`src/rtl/hts_pkg.sv`:
```
package hts_pkg;

	// default window length
	localparam int WINDOW_LEN_DEF = 5;

	// field widths
	localparam int SAMPLE_W = 32;
	localparam int TIME_W   = 32;
	localparam int AVG_W    = 26;
	localparam int CMD_W    = 32;
	localparam int KIND_W   = 2;

	// configuration port
	localparam int CFG_IDX_W  = 3;
	localparam int CFG_DATA_W = 31;
	localparam int JUMP_W     = 31;
	localparam int BAND_W     = 8;
	localparam int DELAY_W    = 16;

	localparam logic [CFG_IDX_W-1:0] REG_JUMP_LIMIT      = 3'd0;
	localparam logic [CFG_IDX_W-1:0] REG_SLOW_BAND       = 3'd1;
	localparam logic [CFG_IDX_W-1:0] REG_DEVIATION_LIMIT = 3'd2;
	localparam logic [CFG_IDX_W-1:0] REG_STOP_BAND       = 3'd3;
	localparam logic [CFG_IDX_W-1:0] REG_RUNNING_DELAY   = 3'd4;
	localparam logic [CFG_IDX_W-1:0] REG_IDLE_DELAY      = 3'd5;

	// register reset values
	localparam logic [JUMP_W-1:0]  JUMP_LIMIT_RST      = 31'd1000000;
	localparam logic [BAND_W-1:0]  SLOW_BAND_RST       = 8'd5;
	localparam logic [BAND_W-1:0]  DEVIATION_LIMIT_RST = 8'd5;
	localparam logic [BAND_W-1:0]  STOP_BAND_RST       = 8'd5;
	localparam logic [DELAY_W-1:0] RUNNING_DELAY_RST   = 16'd100;
	localparam logic [DELAY_W-1:0] IDLE_DELAY_RST      = 16'd500;

	// output scaling by 1/100: (x * SCALE_RECIP) >> SCALE_SHIFT, exact for x below 2^32
	localparam logic [31:0] SCALE_RECIP = 32'h51eb851f;
	localparam int          SCALE_SHIFT = 37;

	// command codes
	localparam logic [KIND_W-1:0] KIND_NONE  = 2'd0;
	localparam logic [KIND_W-1:0] KIND_STOP  = 2'd1;
	localparam logic [KIND_W-1:0] KIND_START = 2'd2;

	// sequencer states
	typedef enum logic [3:0] {
		ST_IDLE,
		ST_JUMP,
		ST_SUB,
		ST_ADD,
		ST_LOAD1,
		ST_DIV1,
		ST_SCALE,
		ST_SIGN,
		ST_DETECT,
		ST_FIRE,
		ST_OUT
	} state_t;

endpackage

```
`src/rtl/hand_turn_speed_follower.sv`:
```
// Speed follower for a hand-turned motor.
// Input channel (in_valid/in_ready) takes one word: speed_sample and now_ms.
// Output channel (out_valid/out_ready) gives one word per input word:
// average_scaled, command_kind, command_speed and motor_running.
// Configuration is a plain write port (cfg_write, cfg_index, cfg_data);
// the user must write it only while the block is idle, which the block
// does not enforce; unknown indexes are ignored. The average comes from
// a restoring divider, one quotient bit a cycle, that divides the window
// sum by the fill count; the scaling by 1/100 is one registered
// reciprocal multiply. A dropped sample skips the window update states
// ST_SUB and ST_ADD.
// in_ready is high only while the sequencer is idle, so no new word is
// taken until the last one has been pushed to the output register; a finished
// word sits in the output register, so the next input word is taken while it waits.
// If the receiver stalls, the next result is held until the output register
// empties, and no further input is taken meanwhile.
// Reset empties the window, stops the motor state, clears any deviation
// timing and loads the configuration defaults.
module hand_turn_speed_follower #(
	parameter int WINDOW_LEN = hts_pkg::WINDOW_LEN_DEF
) (
	input  logic                               clk,
	input  logic                               arst_n,
	input  logic                               in_valid,
	output logic                               in_ready,
	input  logic signed [hts_pkg::SAMPLE_W-1:0] speed_sample,
	input  logic [hts_pkg::TIME_W-1:0]          now_ms,
	output logic                               out_valid,
	input  logic                               out_ready,
	output logic signed [hts_pkg::AVG_W-1:0]    average_scaled,
	output logic [hts_pkg::KIND_W-1:0]          command_kind,
	output logic signed [hts_pkg::CMD_W-1:0]    command_speed,
	output logic                               motor_running,
	input  logic                               cfg_write,
	input  logic [hts_pkg::CFG_IDX_W-1:0]       cfg_index,
	input  logic [hts_pkg::CFG_DATA_W-1:0]      cfg_data
);
	import hts_pkg::*;

	localparam int CNT_W  = $clog2(WINDOW_LEN + 1);
	localparam int SLOT_W = (WINDOW_LEN > 1) ? $clog2(WINDOW_LEN) : 1;
	localparam int SUM_W  = SAMPLE_W + CNT_W;
	localparam int DVS_W  = (CNT_W > 1) ? CNT_W : 2;
	localparam int IT_W   = $clog2(SUM_W + 1);
	localparam int MAG_W  = AVG_W - 1;
	localparam int PROD_W = 2 * SAMPLE_W;

	// configuration registers
	logic [JUMP_W-1:0]  jump_limit_q;
	logic [BAND_W-1:0]  slow_band_q;
	logic [BAND_W-1:0]  deviation_limit_q;
	logic [BAND_W-1:0]  stop_band_q;
	logic [DELAY_W-1:0] running_delay_q;
	logic [DELAY_W-1:0] idle_delay_q;

	// sequencer and item state
	state_t state_q, state_d;
	logic signed [SAMPLE_W-1:0] sample_q;
	logic [TIME_W-1:0]          now_q;
	logic signed [SAMPLE_W-1:0] win_q [WINDOW_LEN];
	logic [CNT_W-1:0]           count_q;
	logic [SLOT_W-1:0]          slot_q;
	logic signed [SAMPLE_W-1:0] last_q;
	logic signed [SUM_W-1:0]    sum_q;
	logic                       run_q;
	logic signed [AVG_W-1:0]    cmdsc_q;
	logic                       dv_q;
	logic [TIME_W-1:0]          ds_q;

	// divider and result
	logic [DVS_W-1:0]        rem_q;
	logic [SUM_W-1:0]        quo_q;
	logic [DVS_W-1:0]        dvs_q;
	logic [IT_W-1:0]         it_q;
	logic                    neg_q;
	logic [PROD_W-1:0]       prod_q;
	logic signed [AVG_W-1:0] cur_q;
	logic [KIND_W-1:0]       kind_q;
	logic signed [CMD_W-1:0] cmd_q;

	// output register
	logic                    out_valid_q;
	logic signed [AVG_W-1:0] avg_out_q;
	logic [KIND_W-1:0]       kind_out_q;
	logic signed [CMD_W-1:0] cmd_out_q;
	logic                    run_out_q;

	logic push;
	logic in_ready_c;

	// jump test on the latched sample
	logic signed [SAMPLE_W:0] jdiff;
	logic [SAMPLE_W:0]        jabs;
	logic                     keep;

	assign jdiff = {sample_q[SAMPLE_W-1], sample_q} - {last_q[SAMPLE_W-1], last_q};
	assign jabs  = jdiff[SAMPLE_W] ? -jdiff : jdiff;
	assign keep  = (count_q == '0) || (jabs < {2'b00, jump_limit_q});

	// divider step: one quotient bit
	logic [DVS_W+1:0] trial;
	logic             ge;

	assign trial = {1'b0, rem_q, quo_q[SUM_W-1]} - {2'b00, dvs_q};
	assign ge    = ~trial[DVS_W+1];

	// sum magnitude for the division
	logic [SUM_W-1:0] sum_mag;
	assign sum_mag = sum_q[SUM_W-1] ? -sum_q : sum_q;

	// deviation test while running
	logic [AVG_W-1:0]        cmd_mag;
	logic signed [AVG_W:0]   ddiff;
	logic [AVG_W:0]          dabs;
	logic                    dev;

	assign cmd_mag = cmdsc_q[AVG_W-1] ? -cmdsc_q : cmdsc_q;
	assign ddiff   = {cur_q[AVG_W-1], cur_q} - {cmdsc_q[AVG_W-1], cmdsc_q};
	assign dabs    = ddiff[AVG_W] ? -ddiff : ddiff;
	assign dev     = ((cmd_mag <= {{(AVG_W-BAND_W){1'b0}}, slow_band_q}) && (dabs != '0)) ||
		((cmd_mag > {{(AVG_W-BAND_W){1'b0}}, slow_band_q}) &&
		 (dabs >= {{(AVG_W+1-BAND_W){1'b0}}, deviation_limit_q}));

	// re-command decision
	logic [TIME_W-1:0]       elapsed;
	logic [DELAY_W-1:0]      limit;
	logic                    fire;
	logic [AVG_W-1:0]        cur_mag;
	logic signed [CMD_W-1:0] cur_ext;
	logic signed [CMD_W-1:0] cur_x100;

	assign elapsed  = now_q - ds_q;
	assign limit    = run_q ? running_delay_q : idle_delay_q;
	assign fire     = dv_q && (elapsed >= {{(TIME_W-DELAY_W){1'b0}}, limit});
	assign cur_mag  = cur_q[AVG_W-1] ? -cur_q : cur_q;
	assign cur_ext  = {{(CMD_W-AVG_W){cur_q[AVG_W-1]}}, cur_q};
	assign cur_x100 = (cur_ext <<< 6) + (cur_ext <<< 5) + (cur_ext <<< 2);

	// next state
	always_comb begin
		state_d = state_q;
		case (state_q)
			ST_IDLE: begin
				if (in_valid) state_d = ST_JUMP;
			end
			ST_JUMP: begin
				state_d = keep ? ST_SUB : ST_LOAD1;
			end
			ST_SUB:   state_d = ST_ADD;
			ST_ADD:   state_d = ST_LOAD1;
			ST_LOAD1: state_d = ST_DIV1;
			ST_DIV1: begin
				if (it_q == IT_W'(1)) state_d = ST_SCALE;
			end
			ST_SCALE:  state_d = ST_SIGN;
			ST_SIGN:   state_d = ST_DETECT;
			ST_DETECT: state_d = ST_FIRE;
			ST_FIRE:   state_d = ST_OUT;
			ST_OUT: begin
				if (push) state_d = ST_IDLE;
			end
			default: state_d = ST_IDLE;
		endcase
	end

	// handshake outputs of the sequencer
	always_comb begin
		in_ready_c = 1'b0;
		push       = 1'b0;
		case (state_q)
			ST_IDLE: in_ready_c = 1'b1;
			ST_OUT:  push = ~out_valid_q | out_ready;
			default: begin
				in_ready_c = 1'b0;
				push       = 1'b0;
			end
		endcase
	end

	always_ff @(posedge clk or negedge arst_n) begin
		if (!arst_n) state_q <= ST_IDLE;
		else state_q <= state_d;
	end

	// configuration writes
	always_ff @(posedge clk or negedge arst_n) begin
		if (!arst_n) begin
			jump_limit_q      <= JUMP_LIMIT_RST;
			slow_band_q       <= SLOW_BAND_RST;
			deviation_limit_q <= DEVIATION_LIMIT_RST;
			stop_band_q       <= STOP_BAND_RST;
			running_delay_q   <= RUNNING_DELAY_RST;
			idle_delay_q      <= IDLE_DELAY_RST;
		end else if (cfg_write) begin
			case (cfg_index)
				REG_JUMP_LIMIT:      jump_limit_q      <= cfg_data[JUMP_W-1:0];
				REG_SLOW_BAND:       slow_band_q       <= cfg_data[BAND_W-1:0];
				REG_DEVIATION_LIMIT: deviation_limit_q <= cfg_data[BAND_W-1:0];
				REG_STOP_BAND:       stop_band_q       <= cfg_data[BAND_W-1:0];
				REG_RUNNING_DELAY:   running_delay_q   <= cfg_data[DELAY_W-1:0];
				REG_IDLE_DELAY:      idle_delay_q      <= cfg_data[DELAY_W-1:0];
				default: ;
			endcase
		end
	end

	// window storage
	always_ff @(posedge clk) begin
		if (state_q == ST_ADD) win_q[slot_q] <= sample_q;
	end

	// input latch, divider and scaling datapath
	always_ff @(posedge clk) begin
		case (state_q)
			ST_IDLE: begin
				if (in_valid) begin
					sample_q <= speed_sample;
					now_q    <= now_ms;
				end
			end
			ST_LOAD1: begin
				rem_q <= '0;
				quo_q <= sum_mag;
				dvs_q <= DVS_W'(count_q);
				neg_q <= sum_q[SUM_W-1];
				it_q  <= IT_W'(SUM_W);
			end
			ST_DIV1: begin
				rem_q <= ge ? trial[DVS_W-1:0] : {rem_q[DVS_W-2:0], quo_q[SUM_W-1]};
				quo_q <= {quo_q[SUM_W-2:0], ge};
				it_q  <= it_q - IT_W'(1);
			end
			ST_SCALE: begin
				prod_q <= PROD_W'(quo_q[SAMPLE_W-1:0]) * PROD_W'(SCALE_RECIP);
			end
			ST_SIGN: begin
				cur_q <= neg_q ? -$signed({1'b0, prod_q[SCALE_SHIFT +: MAG_W]})
				               :  $signed({1'b0, prod_q[SCALE_SHIFT +: MAG_W]});
			end
			default: ;
		endcase
	end

	// window bookkeeping, motor state and deviation timing
	always_ff @(posedge clk or negedge arst_n) begin
		if (!arst_n) begin
			count_q <= '0;
			slot_q  <= '0;
			last_q  <= '0;
			sum_q   <= '0;
			run_q   <= 1'b0;
			cmdsc_q <= '0;
			dv_q    <= 1'b0;
			ds_q    <= '0;
			kind_q  <= KIND_NONE;
			cmd_q   <= '0;
		end else begin
			case (state_q)
				ST_SUB: begin
					if (count_q == CNT_W'(WINDOW_LEN))
						sum_q <= sum_q - {{(SUM_W-SAMPLE_W){win_q[slot_q][SAMPLE_W-1]}},
							win_q[slot_q]};
					else
						count_q <= count_q + CNT_W'(1);
				end
				ST_ADD: begin
					sum_q  <= sum_q + {{(SUM_W-SAMPLE_W){sample_q[SAMPLE_W-1]}}, sample_q};
					slot_q <= (slot_q == SLOT_W'(WINDOW_LEN - 1)) ? '0 : slot_q + SLOT_W'(1);
					last_q <= sample_q;
				end
				ST_DETECT: begin
					if (run_q) begin
						if (dev) begin
							if (!dv_q) begin
								dv_q <= 1'b1;
								ds_q <= now_q;
							end
						end else begin
							dv_q <= 1'b0;
						end
					end else if (cur_q != '0 && !dv_q) begin
						dv_q <= 1'b1;
						ds_q <= now_q;
					end else if (cur_q == '0 && dv_q) begin
						dv_q <= 1'b0;
					end
				end
				ST_FIRE: begin
					kind_q <= KIND_NONE;
					cmd_q  <= '0;
					if (fire) begin
						dv_q <= 1'b0;
						if (cur_mag < {{(AVG_W-BAND_W){1'b0}}, stop_band_q}) begin
							run_q  <= 1'b0;
							kind_q <= KIND_STOP;
						end else begin
							run_q   <= 1'b1;
							cmdsc_q <= cur_q;
							kind_q  <= KIND_START;
							cmd_q   <= cur_x100;
						end
					end
				end
				default: ;
			endcase
		end
	end

	// output register
	always_ff @(posedge clk or negedge arst_n) begin
		if (!arst_n) out_valid_q <= 1'b0;
		else if (push) out_valid_q <= 1'b1;
		else if (out_ready) out_valid_q <= 1'b0;
	end

	always_ff @(posedge clk) begin
		if (push) begin
			avg_out_q  <= cur_q;
			kind_out_q <= kind_q;
			cmd_out_q  <= cmd_q;
			run_out_q  <= run_q;
		end
	end

	assign in_ready       = in_ready_c;
	assign out_valid      = out_valid_q;
	assign average_scaled = avg_out_q;
	assign command_kind   = kind_out_q;
	assign command_speed  = cmd_out_q;
	assign motor_running  = run_out_q;

endmodule
```
`config.mk`:
```
export PLATFORM = sky130hd
export DESIGN_NAME = hand_turn_speed_follower
export DESIGN_NICKNAME = d
export VERILOG_FILES = /design/src/rtl/hts_pkg.sv /design/src/rtl/hand_turn_speed_follower.sv
export SDC_FILE = /design/constraint.sdc
export NUM_CORES = 2
export LEC_CHECK = 0
export BUFFER_PORTS_ARGS = -buffer_cell sky130_fd_sc_hd__buf_2
export CORE_UTILIZATION = 60
export DETAILED_ROUTE_END_ITERATION = 10
export PLACE_DENSITY = 0.77
export SLEW_MARGIN = 10
export SYNTH_ARGS = -nofsm -noshare
export SYNTH_HDL_FRONTEND = slang
export SYNTH_SLANG_ARGS = --single-unit
```
`constraint.sdc`:
```
create_clock -name clk -period 22.4 [get_ports clk]
set_input_delay 1.12 -clock clk [delete_from_list [all_inputs] [get_ports clk]]
set_output_delay 1.12 -clock clk [all_outputs]
set_load 0.02 [all_outputs]
```
==> summary.txt <==
Run status
  – Status: complete, no violations

Layout
  – Most frequent cells in the layout: inv_1, ha_1, fa_1, edfxtp_1, nand2_1
  – Commonest non-fill, non-tap cell in the layout: inv_1
  – Fillers: 6874
  – Proportion of layout cells with a drive suffix above 1: 8.89%
  – Final Core Density: 66.1%
  – Final #Nets: 6506
  – Area grow syn2layout: 8.33%

Clock network
  – Post-CTS sizing: 0
  – CTS Hold Buffers Added: 0
  – Clk slew on worst S/H paths: 0.06 ns
  – Clock root cell: clkbuf_16
  – Clock Sinks: 639
  – H-Tree Depth: 3
  – Clock buffer count from CTS: 72
  – CTS Buffer Depth: 3
  – Clock latency on the worst-skew pair: 0.65 ns
  – # Post-CTS Setup Buffers: 0
  – CTS tree: built

Run
  – Maxcap violations: 0

Worst setup path
  – Crit path DAT: 9.68 ns
  – Reg-to-reg startpoint: quo_q[10]
  – Worst Setup End Kind: register
  – Critical path's slowest cell: edfxtp_1
  – Crit path kind: reg -> reg
  – Reg2Reg Setup Slack: 13.10 ns
  – Reg-to-reg endpoint: prod_q[57]
  – Crit path max fanout: 11
  – Worst path most repeated cell: fa_1
  – Crit start category: register
  – R2R depth: 26
  – Crit path launch: quo_q[10]
  – Max incr delay on CP: 0.76 ns
  – Worst EP required: 22.78 ns

Die
  – Initial core utilization: 61.0%
  – Ports: 166
  – Core area: 89100 um^2
  – Die ar.: 91700 um^2
  – Rows: 109
  – Die width: 303 um
  – Die Y: 303 um

GRT
  – Initial antenna violation count: 8
  – All-Layer GR Usage: 30.2%
  – Global-route wire length before repair: 216 mm
  – Gr ovfl total: 0
  – Vias in the first global route: 39083
  – Largest net degree at the start of global routing: 164

Routing
  – DRC: 0
  – Initial detailed-routing violation count: 2877
  – Final WL: 136 mm
  – Via count: 38917
  – DR pass1 iterations: 5
  – Wire length per cell: 20.7 um
  – Via/cell ratio: 5.92
  – Post-DRT Antenna Nets: 0

Worst hold path
  – HP Class: in -> async

Timing
  – RSZ-0062 raised after global routing: no
  – Slew at the pin with the worst max-slew slack: 1.24 ns
  – Clock skew: 0.0272 ns
  – Final setup fails: 0
  – Max Clk Rate: 107 MHz
  – Hold violation count in the final report: 0
  – Final min period: 9.30 ns
  – Final Max Slew Viols: 0
  – Rel. slew slack: 16.4%
  – Final worst-path cycle share: 41.5%
  – Setup TNS: 0 ns

Place
  – Routability cong.: 0.969
  – Post-DP HPWL: 106 mm
  – IO Port Bufs: 163

Synthesis
  – Yosys warns: 0
  – #FFs+latches synth: 639
  – Post-Syn Area per Cell: 10.5 um^2
  – Netlist cell types: 98
  – Gate Count Post-Synth: 5195
  – Post-synth ARST share: 40.2%
  – Synth Cell Area: 54300 um^2
  – Synth Flop Type: edfxtp_1
  – Sequential area share after synthesis: 33.0%
  – Number of flops mapped to enable cells by yosys: 382
[worst max path at each step]
| stage | cells after the start | endpoint |
|---|---|---|
| finish | 26 | prod_q[57] |
| global route | 28 | prod_q[57] |
| detailed placement | 26 | prod_q[61] |
| floorplan | 26 | prod_q[57] |
| global placement | 26 | prod_q[61] |
| CTS | 26 | prod_q[61] |
[state kept, by name, summed over array words and instances (netlist names), 8 cells and up]
register           flops
prod_q                25
now_q                 32
deviation_limit_q      8
idle_delay_q          16
last_q                32
quo_q                 35
ds_q                  32
average_scaled        26
sum_q                 35
cmdsc_q               26
cur_q                 26
slow_band_q            8
win_q                160
cmd_q                 30
command_speed         30
stop_band_q            8
running_delay_q       16
sample_q              32
jump_limit_q          31
[cells in the mapped netlist, types with 34 or more instances]
library cell    n  area [um^2]
nand4_1        34          213
xor2_1        110          963
nor2_1        208          781
a21oi_1       232         1160
edfxtp_1      382        11500
fa_1          418         8370
nand3_1        60          300
nand2_1       349         1310
o31ai_1        39          293
mux2i_1        83          831
nand2b_1       45          282
dfrtp_1       235         5880
clkbuf_1      106          398
inv_1         848         3180
nor3_1         66          330
a21o_1         99          743
ha_1          645         8070
mux2_2         51          574
o21ai_0       347         1740
xnor2_1       166         1450
[logic make-up after synthesis]
kind of cell / share of synthesized area, %
fa+ha+maj: 30.3
simple gates: 9.23
flops: 33.0
mux: 4.06
other cells: 0.00690
buf+inv: 6.89
compound gates: 12.0
xor+xnor: 4.50
[per-stage QoR]
step | instance area, um^2 | std cells | hold WS (ns) | worst slack, ns
after global placement | 56400 | 6431 | 0.430 | 13.39
after floorplan | 54300 | 5196 | 0.423 | 14.50
after detailed placement | 56400 | 6431 | 0.431 | 13.29
after CTS | 58800 | 6565 | 0.444 | 13.25
after global routing | 58800 | 6572 | 0.455 | 12.74
final | 58800 | 6575 | 0.438 | 13.10
[layout make-up]
class	count	area [um^2]	area share, %
multi-input combinational	3581	32700	55.6
clock buffer	99	1970	3.36
clock inverter	35	444	0.755
timing repair buffer	197	1090	1.86
antenna	10	25.0	0.0425
tap	1165	1460	2.48
sequential	639	17900	30.5
inverter	849	3190	5.42
[critical path, delay by kind of cell (launching register included)]
family	cells	cell delay, ns
adder cells (fa/ha/maj)	9	4.38
AO/OA/AOI/OAI	10	3.14
flip-flops	1	0.76
AND/OR/NAND/NOR	3	0.53
buffers and inverters	4	0.21
[metal layers]
metal	GRT usage, %	vias to the layer above	part of all wire [%]
li1	-	18264	-
met1	41.6	19288	43
met2	49.8	1160	48
met3	4.55	205	5.9
met4	8.87	0	2.9
met5	0	-	0
Power is left out: the tool's default activity adds up to more than one toggle a clock period on the data nets, which glitch-free logic cannot reach.
